$ cat src/hdl/rmdo_pkg.sv
package rmdo_pkg;

    localparam int SAMPLE_BITS        = 24;
    localparam int PHASE_BITS         = 32;
    localparam int SINE_TABLE_ENTRIES = 256;
    localparam int SINE_INDEX_BITS    = $clog2(SINE_TABLE_ENTRIES);
    localparam int SINE_ENTRY_BITS    = 16;

    localparam int Q15_BITS   = 15;
    localparam int FULL_Q15   = 1 << Q15_BITS;
    localparam int SINE_PEAK  = FULL_Q15 - 1;
    // waveform values span -1.0 .. +1.0 inclusive in Q15
    localparam int WAVE_BITS  = Q15_BITS + 2;

    localparam int STEP_BITS      = 31;
    localparam int SHAPE_BITS     = 2;
    localparam int WET_BITS       = 16;
    localparam int CFG_INDEX_BITS = 3;
    localparam int CFG_DATA_BITS  = 31;

    // shared multiplier operand and product widths
    localparam int MUL_A_BITS = SAMPLE_BITS + WAVE_BITS;
    localparam int MUL_B_BITS = WAVE_BITS + 1;
    localparam int MUL_P_BITS = MUL_A_BITS + MUL_B_BITS;

    localparam int RING_SHIFT = 2 * Q15_BITS + 1;
    localparam int RING_BITS  = SAMPLE_BITS + 1;
    localparam int ACC_BITS   = SAMPLE_BITS + WAVE_BITS;
    localparam int OUT_SHIFT  = Q15_BITS;
    localparam int RND_BITS   = ACC_BITS - OUT_SHIFT;

    localparam logic [STEP_BITS-1:0] CARRIER_STEP_RESET   = STEP_BITS'(39187271);
    localparam logic [STEP_BITS-1:0] MODULATOR_STEP_RESET = STEP_BITS'(445310);
    localparam logic [WET_BITS-1:0]  WET_RESET            = WET_BITS'(16384);

    localparam logic [63:0] HALF_PI_Q30 = 64'd1686629713;

    typedef enum logic [SHAPE_BITS-1:0] {
        SHAPE_SINE     = 2'd0,
        SHAPE_TRIANGLE = 2'd1,
        SHAPE_SQUARE   = 2'd2,
        SHAPE_SAW      = 2'd3
    } t_shape;

    typedef enum logic [CFG_INDEX_BITS-1:0] {
        CFG_CARRIER_STEP    = 3'd0,
        CFG_MODULATOR_STEP  = 3'd1,
        CFG_CARRIER_SHAPE   = 3'd2,
        CFG_MODULATOR_SHAPE = 3'd3,
        CFG_WET_AMOUNT      = 3'd4,
        CFG_BYPASS_ON       = 3'd5
    } t_cfg_index;

    typedef enum logic [3:0] {
        S_IDLE,
        S_WAVE_C,
        S_WAVE_M,
        S_MUL_XC,
        S_MUL_MOD,
        S_MUL_DRY,
        S_MUL_WET,
        S_ACCUM,
        S_DONE
    } t_state;

    typedef struct packed {
        logic [PHASE_BITS-1:0] phase;
        t_shape                shape;
    } t_wave_req;

    typedef logic [SINE_TABLE_ENTRIES-1:0][SINE_ENTRY_BITS-1:0] t_sine_rom;

    // quarter sine entry from a fixed Q30 taylor series, evaluated at elaboration
    function automatic logic [SINE_ENTRY_BITS-1:0] sine_entry(input logic [63:0] idx);
        logic [63:0]        x;
        logic [63:0]        x2;
        logic [63:0]        term;
        logic signed [63:0] sum;
        logic [63:0]        v;
        x    = (HALF_PI_Q30 * idx) / 64'(SINE_TABLE_ENTRIES);
        x2   = (x * x) >> 30;
        term = x;
        sum  = signed'(x);
        term = ((term * x2) >> 30) / 64'd6;
        sum  = sum - signed'(term);
        term = ((term * x2) >> 30) / 64'd20;
        sum  = sum + signed'(term);
        term = ((term * x2) >> 30) / 64'd42;
        sum  = sum - signed'(term);
        term = ((term * x2) >> 30) / 64'd72;
        sum  = sum + signed'(term);
        term = ((term * x2) >> 30) / 64'd110;
        sum  = sum - signed'(term);
        term = ((term * x2) >> 30) / 64'd156;
        sum  = sum + signed'(term);
        if (sum <= 64'sd0) begin
            return '0;
        end
        v = ($unsigned(sum) * 64'(SINE_PEAK) + (64'd1 << 29)) >> 30;
        if (v > 64'(SINE_PEAK)) begin
            v = 64'(SINE_PEAK);
        end
        return SINE_ENTRY_BITS'(v);
    endfunction

    function automatic t_sine_rom build_sine_rom();
        t_sine_rom rom;
        for (int k = 0; k < SINE_TABLE_ENTRIES; k++) begin
            rom[k] = sine_entry(64'(k));
        end
        return rom;
    endfunction

    localparam t_sine_rom SINE_ROM = build_sine_rom();

endpackage

$ cat src/hdl/rmdo_if.sv
interface rmdo_in_if;
    logic                                     valid;
    logic                                     ready;
    logic signed [rmdo_pkg::SAMPLE_BITS-1:0]  left_in;
    logic signed [rmdo_pkg::SAMPLE_BITS-1:0]  right_in;

    modport source (output valid, output left_in, output right_in, input ready);
    modport sink   (input valid, input left_in, input right_in, output ready);
endinterface

interface rmdo_out_if;
    logic                                     valid;
    logic                                     ready;
    logic signed [rmdo_pkg::SAMPLE_BITS-1:0]  left_out;
    logic signed [rmdo_pkg::SAMPLE_BITS-1:0]  right_out;

    modport source (output valid, output left_out, output right_out, input ready);
    modport sink   (input valid, input left_out, input right_out, output ready);
endinterface

interface rmdo_cfg_if;
    logic                                  valid;
    logic                                  ready;
    logic [rmdo_pkg::CFG_INDEX_BITS-1:0]   index;
    logic [rmdo_pkg::CFG_DATA_BITS-1:0]    data;

    modport source (output valid, output index, output data, input ready);
    modport sink   (input valid, input index, input data, output ready);
endinterface

$ cat src/hdl/rmdo_wave.sv
module rmdo_wave (
    input  rmdo_pkg::t_wave_req                        i_req,
    output logic signed [rmdo_pkg::WAVE_BITS-1:0]      o_value
);

    localparam int PB = rmdo_pkg::PHASE_BITS;
    localparam int QB = PB - 2;
    localparam int IB = rmdo_pkg::SINE_INDEX_BITS;
    localparam int WB = rmdo_pkg::WAVE_BITS;
    localparam int EB = rmdo_pkg::SINE_ENTRY_BITS;

    localparam logic signed [WB+1:0] FULL      = (WB+2)'(rmdo_pkg::FULL_Q15);
    localparam logic signed [WB+1:0] TWO_FULL  = (WB+2)'(2 * rmdo_pkg::FULL_Q15);
    localparam logic signed [WB+1:0] FOUR_FULL = (WB+2)'(4 * rmdo_pkg::FULL_Q15);
    localparam logic [WB-1:0]        TRI_RISE  = WB'(rmdo_pkg::FULL_Q15);
    localparam logic [WB-1:0]        TRI_FALL  = WB'(3 * rmdo_pkg::FULL_Q15);

    logic [PB-1:0]        p;
    logic [1:0]           quad;
    logic [QB:0]          off;
    logic [IB:0]          idx;
    logic [EB-1:0]        sine_mag;
    logic [PB+WB-1:0]     tri_ext;
    logic [WB-1:0]        t;
    logic [PB+WB-2:0]     saw_ext;
    logic [WB-2:0]        s;
    logic signed [WB+1:0] t_s;
    logic signed [WB-1:0] sine_val;
    logic signed [WB-1:0] tri_val;
    logic signed [WB-1:0] sq_val;
    logic signed [WB-1:0] saw_val;

    always_comb begin
        p    = i_req.phase;
        quad = p[PB-1:PB-2];
        // odd quadrants run the table backward
        if (quad[0]) begin
            off = ((QB+1)'(1) << QB) - {1'b0, p[QB-1:0]};
        end else begin
            off = {1'b0, p[QB-1:0]};
        end
        idx = off[QB:QB-IB];
        // the top index bit is set only at the exact quadrant end
        if (idx[IB]) begin
            sine_mag = EB'(rmdo_pkg::SINE_PEAK);
        end else begin
            sine_mag = rmdo_pkg::SINE_ROM[idx[IB-1:0]];
        end
        sine_val = WB'(signed'({1'b0, sine_mag}));
        if (quad[1]) begin
            sine_val = -sine_val;
        end

        tri_ext = {p, WB'(0)};
        t       = tri_ext[PB+WB-1:PB];
        t_s     = signed'({2'b00, t});
        if (t < TRI_RISE) begin
            tri_val = WB'(t_s);
        end else if (t < TRI_FALL) begin
            tri_val = WB'(TWO_FULL - t_s);
        end else begin
            tri_val = WB'(t_s - FOUR_FULL);
        end

        if (p != '0 && !p[PB-1]) begin
            sq_val = WB'(FULL);
        end else begin
            sq_val = WB'(-FULL);
        end

        saw_ext = {p, (WB-1)'(0)};
        s       = saw_ext[PB+WB-2:PB];
        saw_val = signed'({1'b0, s}) - WB'(FULL);

        case (i_req.shape)
            rmdo_pkg::SHAPE_SINE:     o_value = sine_val;
            rmdo_pkg::SHAPE_TRIANGLE: o_value = tri_val;
            rmdo_pkg::SHAPE_SQUARE:   o_value = sq_val;
            default:                  o_value = saw_val;
        endcase
    end

endmodule

$ cat src/hdl/rmdo_mul.sv
module rmdo_mul (
    input  logic                                       i_clk,
    input  logic signed [rmdo_pkg::MUL_A_BITS-1:0]     i_a,
    input  logic signed [rmdo_pkg::MUL_B_BITS-1:0]     i_b,
    output logic signed [rmdo_pkg::MUL_P_BITS-1:0]     o_prod
);

    logic signed [rmdo_pkg::MUL_P_BITS-1:0] r_prod;

    always_ff @(posedge i_clk) begin
        r_prod <= rmdo_pkg::MUL_P_BITS'(i_a) * rmdo_pkg::MUL_P_BITS'(i_b);
    end

    assign o_prod = r_prod;

endmodule

$ cat src/hdl/ring_modulator_dual_oscillator.sv
// a frame is accepted only in idle, so the next frame waits until the last result has left done
// processing runs the shared waveform unit once per oscillator (carrier, then modulator), then one
// shared multiplier taking four products and an accumulate step per channel; a bypassed frame goes
// straight to done, and done waits while the output slot is still full
// reset (synchronous, active low): phases to zero, registers to defaults, output empty;
// the quarter sine table is a constant rom
module ring_modulator_dual_oscillator (
    input  logic        i_clk,
    input  logic        i_rst_n,
    rmdo_in_if.sink     i_in,
    rmdo_out_if.source  o_out,
    rmdo_cfg_if.sink    i_cfg
);

    localparam int SB  = rmdo_pkg::SAMPLE_BITS;
    localparam int PB  = rmdo_pkg::PHASE_BITS;
    localparam int WB  = rmdo_pkg::WAVE_BITS;
    localparam int AB  = rmdo_pkg::MUL_A_BITS;
    localparam int BB  = rmdo_pkg::MUL_B_BITS;
    localparam int PRB = rmdo_pkg::MUL_P_BITS;
    localparam int RB  = rmdo_pkg::RING_BITS;
    localparam int CB  = rmdo_pkg::ACC_BITS;
    localparam int NB  = rmdo_pkg::RND_BITS;
    localparam int RS  = rmdo_pkg::RING_SHIFT;
    localparam int OS  = rmdo_pkg::OUT_SHIFT;
    localparam int TB  = rmdo_pkg::STEP_BITS;
    localparam int XB  = rmdo_pkg::WET_BITS;

    localparam logic [XB-1:0]        W_FULL = XB'(rmdo_pkg::FULL_Q15);
    localparam logic signed [NB-1:0] SAT_HI = NB'((64'sd1 <<< (SB - 1)) - 64'sd1);
    localparam logic signed [NB-1:0] SAT_LO = -SAT_HI - NB'(1);

    // configuration
    logic [TB-1:0]     r_car_step;
    logic [TB-1:0]     r_mod_step;
    rmdo_pkg::t_shape  r_car_shape;
    rmdo_pkg::t_shape  r_mod_shape;
    logic [XB-1:0]     r_wet;
    logic              r_bypass;

    // control
    rmdo_pkg::t_state  r_state;
    rmdo_pkg::t_state  n_state;
    logic              r_ch;
    logic              r_out_valid;
    logic [PB-1:0]     r_car_phase;
    logic [PB-1:0]     r_mod_phase;

    // datapath
    logic signed [SB-1:0] r_left;
    logic signed [SB-1:0] r_right;
    logic signed [WB-1:0] r_c;
    logic signed [BB-1:0] r_mp;
    logic signed [RB-1:0] r_ring;
    logic signed [CB-1:0] r_acc;
    logic signed [SB-1:0] r_res_l;
    logic signed [SB-1:0] r_res_r;
    logic signed [SB-1:0] r_out_l;
    logic signed [SB-1:0] r_out_r;

    logic                  in_xfer;
    logic                  out_free;
    logic [XB-1:0]         w_eff;
    logic [XB-1:0]         w_dry;
    logic signed [SB-1:0]  x_sel;
    rmdo_pkg::t_wave_req   wave_req;
    logic signed [WB-1:0]  wave_value;
    logic signed [AB-1:0]  mul_a;
    logic signed [BB-1:0]  mul_b;
    logic signed [PRB-1:0] mul_prod;
    logic signed [PRB-1:0] ring_sum;
    logic signed [RB-1:0]  ring_val;
    logic signed [CB-1:0]  acc_sum;
    logic signed [NB-1:0]  rnd;
    logic signed [SB-1:0]  sat;

    rmdo_wave u_wave (
        .i_req   (wave_req),
        .o_value (wave_value)
    );

    rmdo_mul u_mul (
        .i_clk  (i_clk),
        .i_a    (mul_a),
        .i_b    (mul_b),
        .o_prod (mul_prod)
    );

    assign in_xfer     = i_in.valid && i_in.ready;
    assign out_free    = !r_out_valid || o_out.ready;
    assign i_in.ready  = (r_state == rmdo_pkg::S_IDLE);
    assign i_cfg.ready = 1'b1;

    assign o_out.valid     = r_out_valid;
    assign o_out.left_out  = r_out_l;
    assign o_out.right_out = r_out_r;

    assign w_eff = (r_wet > W_FULL) ? W_FULL : r_wet;
    assign w_dry = W_FULL - w_eff;
    assign x_sel = r_ch ? r_right : r_left;

    // rounding of the ring product and of the blended sum, half up
    assign ring_sum = mul_prod + (PRB'(1) <<< (RS - 1));
    assign ring_val = signed'(ring_sum[RS+RB-1:RS]);
    assign acc_sum  = r_acc + mul_prod[CB-1:0] + (CB'(1) <<< (OS - 1));
    assign rnd      = signed'(acc_sum[CB-1:OS]);

    always_comb begin
        if (rnd > SAT_HI) begin
            sat = SB'(SAT_HI);
        end else if (rnd < SAT_LO) begin
            sat = SB'(SAT_LO);
        end else begin
            sat = SB'(rnd);
        end
    end

    always_ff @(posedge i_clk) begin
        if (!i_rst_n) begin
            r_car_step  <= rmdo_pkg::CARRIER_STEP_RESET;
            r_mod_step  <= rmdo_pkg::MODULATOR_STEP_RESET;
            r_car_shape <= rmdo_pkg::SHAPE_SINE;
            r_mod_shape <= rmdo_pkg::SHAPE_SINE;
            r_wet       <= rmdo_pkg::WET_RESET;
            r_bypass    <= 1'b0;
        end else if (i_cfg.valid && i_cfg.ready) begin
            case (i_cfg.index)
                rmdo_pkg::CFG_CARRIER_STEP:    r_car_step  <= i_cfg.data[TB-1:0];
                rmdo_pkg::CFG_MODULATOR_STEP:  r_mod_step  <= i_cfg.data[TB-1:0];
                rmdo_pkg::CFG_CARRIER_SHAPE:
                    r_car_shape <= rmdo_pkg::t_shape'(i_cfg.data[rmdo_pkg::SHAPE_BITS-1:0]);
                rmdo_pkg::CFG_MODULATOR_SHAPE:
                    r_mod_shape <= rmdo_pkg::t_shape'(i_cfg.data[rmdo_pkg::SHAPE_BITS-1:0]);
                rmdo_pkg::CFG_WET_AMOUNT:      r_wet       <= i_cfg.data[XB-1:0];
                rmdo_pkg::CFG_BYPASS_ON:       r_bypass    <= i_cfg.data[0];
                default: begin
                end
            endcase
        end
    end

    always_comb begin
        n_state        = r_state;
        wave_req.phase = r_mod_phase;
        wave_req.shape = r_mod_shape;
        mul_a          = '0;
        mul_b          = '0;
        case (r_state)
            rmdo_pkg::S_IDLE: begin
                if (in_xfer) begin
                    n_state = r_bypass ? rmdo_pkg::S_DONE : rmdo_pkg::S_WAVE_C;
                end
            end
            rmdo_pkg::S_WAVE_C: begin
                wave_req.phase = r_car_phase;
                wave_req.shape = r_car_shape;
                n_state        = rmdo_pkg::S_WAVE_M;
            end
            rmdo_pkg::S_WAVE_M: begin
                n_state = rmdo_pkg::S_MUL_XC;
            end
            rmdo_pkg::S_MUL_XC: begin
                mul_a   = AB'(x_sel);
                mul_b   = BB'(r_c);
                n_state = rmdo_pkg::S_MUL_MOD;
            end
            rmdo_pkg::S_MUL_MOD: begin
                mul_a   = mul_prod[AB-1:0];
                mul_b   = r_mp;
                n_state = rmdo_pkg::S_MUL_DRY;
            end
            rmdo_pkg::S_MUL_DRY: begin
                mul_a   = AB'(x_sel);
                mul_b   = BB'(signed'({1'b0, w_dry}));
                n_state = rmdo_pkg::S_MUL_WET;
            end
            rmdo_pkg::S_MUL_WET: begin
                mul_a   = AB'(r_ring);
                mul_b   = BB'(signed'({1'b0, w_eff}));
                n_state = rmdo_pkg::S_ACCUM;
            end
            rmdo_pkg::S_ACCUM: begin
                n_state = r_ch ? rmdo_pkg::S_DONE : rmdo_pkg::S_MUL_XC;
            end
            rmdo_pkg::S_DONE: begin
                if (out_free) begin
                    n_state = rmdo_pkg::S_IDLE;
                end
            end
            default: begin
                n_state = rmdo_pkg::S_IDLE;
            end
        endcase
    end

    always_ff @(posedge i_clk) begin
        if (!i_rst_n) begin
            r_state     <= rmdo_pkg::S_IDLE;
            r_ch        <= 1'b0;
            r_out_valid <= 1'b0;
            r_car_phase <= '0;
            r_mod_phase <= '0;
        end else begin
            r_state <= n_state;
            if (in_xfer) begin
                r_ch <= 1'b0;
            end else if (r_state == rmdo_pkg::S_ACCUM) begin
                r_ch <= ~r_ch;
            end
            // phases move once per processed frame
            if (r_state == rmdo_pkg::S_ACCUM && r_ch) begin
                r_car_phase <= r_car_phase + PB'(r_car_step);
                r_mod_phase <= r_mod_phase + PB'(r_mod_step);
            end
            if (r_state == rmdo_pkg::S_DONE && out_free) begin
                r_out_valid <= 1'b1;
            end else if (o_out.ready) begin
                r_out_valid <= 1'b0;
            end
        end
    end

    always_ff @(posedge i_clk) begin
        case (r_state)
            rmdo_pkg::S_IDLE: begin
                if (in_xfer) begin
                    r_left  <= i_in.left_in;
                    r_right <= i_in.right_in;
                    // bypass result, overwritten when processing
                    r_res_l <= i_in.left_in;
                    r_res_r <= i_in.right_in;
                end
            end
            rmdo_pkg::S_WAVE_C: r_c <= wave_value;
            rmdo_pkg::S_WAVE_M: r_mp <= BB'(wave_value) + BB'(rmdo_pkg::FULL_Q15);
            rmdo_pkg::S_MUL_DRY: r_ring <= ring_val;
            rmdo_pkg::S_MUL_WET: r_acc <= mul_prod[CB-1:0];
            rmdo_pkg::S_ACCUM: begin
                if (r_ch) begin
                    r_res_r <= sat;
                end else begin
                    r_res_l <= sat;
                end
            end
            rmdo_pkg::S_DONE: begin
                if (out_free) begin
                    r_out_l <= r_res_l;
                    r_out_r <= r_res_r;
                end
            end
            default: begin
            end
        endcase
    end

    a_rise_from_done: assert property (@(posedge i_clk) disable iff (!i_rst_n)
        $rose(r_out_valid) |-> $past(r_state) == rmdo_pkg::S_DONE)
        else $error("output became valid outside the done state");

    a_accept_path: assert property (@(posedge i_clk) disable iff (!i_rst_n)
        (in_xfer && !r_bypass) |=> r_state == rmdo_pkg::S_WAVE_C)
        else $error("processed frame did not start with the carrier wave");

    a_done_waits: assert property (@(posedge i_clk) disable iff (!i_rst_n)
        (r_state == rmdo_pkg::S_DONE && r_out_valid && !o_out.ready)
        |=> r_state == rmdo_pkg::S_DONE)
        else $error("done state left while the output slot was full");

    a_phase_hold: assert property (@(posedge i_clk) disable iff (!i_rst_n)
        ($past(i_rst_n) && !($past(r_state) == rmdo_pkg::S_ACCUM && $past(r_ch)))
        |-> ($stable(r_car_phase) && $stable(r_mod_phase)))
        else $error("phase moved outside the end of a processed frame");

endmodule

$ cat src/flat_wrapper.sv
// flat-port wrapper written by rule: the top's interface ports become plain ports
module ring_modulator_dual_oscillator_flat 
  (i_clk, i_rst_n, i_in_valid, i_in_left_in, i_in_right_in, i_in_ready, o_out_valid, o_out_left_out, o_out_right_out, o_out_ready, i_cfg_valid, i_cfg_index, i_cfg_data, i_cfg_ready);
  rmdo_in_if i_in_i ();
  rmdo_out_if o_out_i ();
  rmdo_cfg_if i_cfg_i ();
  input  logic i_clk;
  input  logic i_rst_n;
  input wire logic [$bits(i_in_i.valid)-1:0] i_in_valid;
  input wire logic [$bits(i_in_i.left_in)-1:0] i_in_left_in;
  input wire logic [$bits(i_in_i.right_in)-1:0] i_in_right_in;
  output wire logic [$bits(i_in_i.ready)-1:0] i_in_ready;
  output wire logic [$bits(o_out_i.valid)-1:0] o_out_valid;
  output wire logic [$bits(o_out_i.left_out)-1:0] o_out_left_out;
  output wire logic [$bits(o_out_i.right_out)-1:0] o_out_right_out;
  input wire logic [$bits(o_out_i.ready)-1:0] o_out_ready;
  input wire logic [$bits(i_cfg_i.valid)-1:0] i_cfg_valid;
  input wire logic [$bits(i_cfg_i.index)-1:0] i_cfg_index;
  input wire logic [$bits(i_cfg_i.data)-1:0] i_cfg_data;
  output wire logic [$bits(i_cfg_i.ready)-1:0] i_cfg_ready;
  assign i_in_i.valid = i_in_valid;
  assign i_in_i.left_in = i_in_left_in;
  assign i_in_i.right_in = i_in_right_in;
  assign i_in_ready = i_in_i.ready;
  assign o_out_valid = o_out_i.valid;
  assign o_out_left_out = o_out_i.left_out;
  assign o_out_right_out = o_out_i.right_out;
  assign o_out_i.ready = o_out_ready;
  assign i_cfg_i.valid = i_cfg_valid;
  assign i_cfg_i.index = i_cfg_index;
  assign i_cfg_i.data = i_cfg_data;
  assign i_cfg_ready = i_cfg_i.ready;
  ring_modulator_dual_oscillator u_core (.i_clk(i_clk), .i_rst_n(i_rst_n), .i_in(i_in_i), .o_out(o_out_i), .i_cfg(i_cfg_i));
endmodule
$ cat config.mk
export PLATFORM = sky130hd
export DESIGN_NAME = ring_modulator_dual_oscillator_flat
export DESIGN_NICKNAME = d
export VERILOG_FILES = /design/src/hdl/rmdo_pkg.sv /design/src/hdl/rmdo_if.sv /design/src/hdl/rmdo_wave.sv /design/src/hdl/rmdo_mul.sv /design/src/hdl/ring_modulator_dual_oscillator.sv /design/src/flat_wrapper.sv
export SDC_FILE = /design/constraint.sdc
export NUM_CORES = 2
export LEC_CHECK = 0
export BUFFER_PORTS_ARGS = -buffer_cell sky130_fd_sc_hd__buf_2
export CAP_MARGIN = 20
export CORE_UTILIZATION = 40
export CTS_BUF_LIST = sky130_fd_sc_hd__clkbuf_16
export CTS_CLUSTER_SIZE = 20
export DETAILED_ROUTE_END_ITERATION = 8
export SLEW_MARGIN = 20
export SYNTH_ARGS = -nofsm -noshare
export SYNTH_HDL_FRONTEND = slang
export SYNTH_HIERARCHICAL = 1
export SYNTH_SLANG_ARGS = --single-unit
$ cat constraint.sdc
create_clock -name i_clk -period 8.45 [get_ports i_clk]
set_clock_uncertainty 0.05 [all_clocks]
set_input_delay 1.2675 -clock i_clk [delete_from_list [all_inputs] [get_ports i_clk]]
set_output_delay 1.2675 -clock i_clk [all_outputs]
set_load 0.005 [all_outputs]
==> results.toml <==
[power]
seq_power_share_pct = 42.8
p_clk_share_pct = 36.8
max-vdd-ir-drop_mv = 0.132
cell_internal_pwr_w = 0.00411
p_per_area_mw_per_mm2 = 100
p_leak_nw = 26.8
switching_share_pct = 31.1
p_sw_w = 0.00186
pwr-share-comb_pct = 20.4
power_w = 0.00597

[run_status]
status = "complete, no violations"

[sta]
report.final.slew_viol_count = 0
setup_slack_ns = 0.286
tightest_slew_ns = 1.20
hold_violations = 0
fin_crit_sh_pct = 96.6
fin_hold_ws_ns = 0.368
timing.slew.headroom_pct = 19.6
max_freq_mhz = 122
finalSetupViolCount = 0
grt_setup_unrepaired = "true"
min_period_ns = 8.16

[clock_network]
cts.sink_count = 454
clock-root-buffer = "clkbuf_16"
cts_tree = "done"
cts_buffer_depth = 3
cts_buffers = 48
insertion_delay_ns = 0.64
cts_max_level = 2
postCtsHoldBufs = 0
clk_pin_slew_ns = 0.07

[setup_path]
rr_startpoint = "u_core/r_wet[9]"
reg2reg_depth = 36
worst_setup_path_start_kind = "flop"
slowest_delay_ns = 0.56
slowest_stage = "fa_1"
cp_max_fo = 5
crit_arrival_ns = 8.63
crit_end = "u_core/u_mul/o_prod[54]"
path_common_cell = "fa_1"
crit_start = "u_core/r_wet[9]"
rrSetupSlack_ns = 0.29
worst_ep_required_time_ns = 8.92
crit_type = "reg2reg"
timing.rr.end = "u_core/u_mul/o_prod[54]"
critPathCaptureType = "flop"

[cells_and_area]
area_growth_pct = 10.8
drive_above_1_share_pct = 11.0
fin_nets = 7295
postLayoutCoreUtil_pct = 44.7
nFillCells = 13100

[drt]
vias = 45300
wl_per_cell_um = 22.1
ant_nets = 0
drc = 0
wl_um = 177000
drt_iter0_drc = 3769
viasPerCell = 5.64
first_pass_iters = 7

[floorplan]
die_w_um = 369
ios = 138
die_h_um = 369
num_rows = 134
start_util_pct = 40.3
core_area_mm2 = 0.133
dieArea_mm2 = 0.136

[global_route]
grt_max_degree = 74
grt_antenna_before_repair = 3
grt_overflow = 0
track_usage_pct = 25.8
grt_pass1_vias = 45300
grt_pass1_wl_um = 272000

[placed_design]
port_buffers = 136
place.gp.congestion = 0.992
hpwl_um = 135000
pre_cts_ws_ns = 0.0220

[worst_hold_path]
min_path_type = "reg2reg"

[job]
drv_cap = 0

[synthesis]
syn_area_mm2 = 0.0537
synth_warnings = 6
syn_avg_cell_area_um2 = 8.73
synth_nets = 7226
netlist_instances = 6154
[worst min-delay path by stage]
| stage | start | endpoint | depth (start not counted) |
|---|---|---|---|
| 6_report | u_core/r_res_r[12] | u_core/o_out.right_out[12] | 0 |
| 5_1_grt | u_core/r_res_r[12] | u_core/o_out.right_out[12] | 0 |
| 4_1_cts | u_core/r_res_r[12] | u_core/o_out.right_out[12] | 0 |
| 3_5_place_dp | u_core/r_res_l[21] | u_core/o_out.left_out[21] | 0 |
| 3_3_place_gp | u_core/r_res_l[8] | u_core/o_out.left_out[8] | 0 |
| 2_1_floorplan | u_core/r_res_l[0] | u_core/o_out.left_out[0] | 0 |
[critical path: cells and delay by family, from the launching register on]
family | cells | cell delay [ns]
xor gates and xnor gates | 1 | 0.12
DFF | 1 | 0.31
and+or+nand+nor | 11 | 1.51
adders and majority gates | 8 | 3.58
buffers and inverters | 8 | 0.92
AOI/OAI and AO/OA | 8 | 1.62
[power groups by stage]
stage,Clock [W],Sequential (W),Combinational [W]
finish,0.00220,0.00255,0.00122
global placement,0,0.00260,0.00115
floorplan,0,0.00256,0.000710
global route,0.00233,0.00256,0.00132
CTS,0.00224,0.00255,0.00118
detailed placement,0,0.00260,0.00116
[flip-flops by register name, indices dropped and copies added, names as in the netlist]
register and cells:
u_core/r_res_r 24, u_core/r_res_l 24, u_core/r_c 17, u_core/r_right 24, u_core/o_out.valid 1, u_core/r_wet 16
u_core/r_mod_step 31, u_core/u_mul/o_prod 56, u_core/r_mod_phase 32, u_core/r_state 4, u_core/r_car_shape 2, u_core/r_left 24
u_core/r_ch 1, u_core/r_mod_shape 2, u_core/o_out.right_out 24, u_core/r_acc 41, u_core/r_ring 25, u_core/r_mp 18
u_core/r_car_phase 32, u_core/r_bypass 1, u_core/r_car_step 31, u_core/o_out.left_out 24
[cell type report]
type / count / area (um2) / area share [%]
Multi-Input combinational cell: 4425 / 37700 / 63.3
Sequential cell: 454 / 11500 / 19.4
Inverter: 890 / 3350 / 5.62
Timing Repair Buffer: 404 / 3120 / 5.24
Tap cell: 1768 / 2210 / 3.72
Clock buffer: 48 / 1200 / 2.02
Clock inverter: 40 / 428 / 0.719
Antenna cell: 2 / 5.00 / 0.00841
[cells in the final DEF (no fill, tap or decap), types with 23 or more instances in the layout]
| master | n |
|---|---|
| a211oi_1 | 46 |
| a21o_1 | 93 |
| a21oi_1 | 328 |
| a22oi_1 | 30 |
| a31oi_1 | 44 |
| and2_1 | 230 |
| and3_1 | 23 |
| buf_12 | 26 |
| buf_2 | 136 |
| buf_4 | 232 |
| clkbuf_16 | 51 |
| dfxtp_1 | 208 |
| edfxtp_1 | 245 |
| fa_1 | 682 |
| ha_1 | 294 |
| inv_1 | 892 |
| mux2_2 | 35 |
| mux2i_1 | 38 |
| nand2_1 | 1006 |
| nand2b_1 | 30 |
| nand3_1 | 147 |
| nand4_1 | 47 |
| nor2_1 | 245 |
| nor2b_1 | 25 |
| nor3_1 | 82 |
| o211ai_1 | 74 |
| o21a_1 | 24 |
| o21ai_0 | 168 |
| o21ai_1 | 51 |
| o21bai_1 | 35 |
| o31ai_1 | 28 |
| or3_1 | 23 |
| xnor2_1 | 112 |
| xor2_1 | 54 |
[through the flow]
stage                     cells  area (um2)  TNS (ns)
after floorplan            6154       53700         0
after global placement     7914       57200         0
after detailed placement   7915       57300         0
after CTS                  8006       58900         0
after global routing       8029       59500    -0.118
final                      8031       59500         0
[metal layers]
layer	track usage (%)	up-vias	part of all wire (%)	wire, um
li1	-	20500	-	-
met1	33.5	22500	41	72400
met2	43.2	1822	48	84700
met3	2.83	427	6.5	11500
met4	11.1	2	5.0	8780
met5	0	-	0.0079	14
[timing repair]
action / CTS / global route
endpoints found under the setup margin: 1 / 30
buffers inserted: 2 / 17
pin swaps: 2 / 24
gates resized for setup: 2 / 62
cloned: 1 / 5
Note: power is estimated with default switching activity, not from simulation.
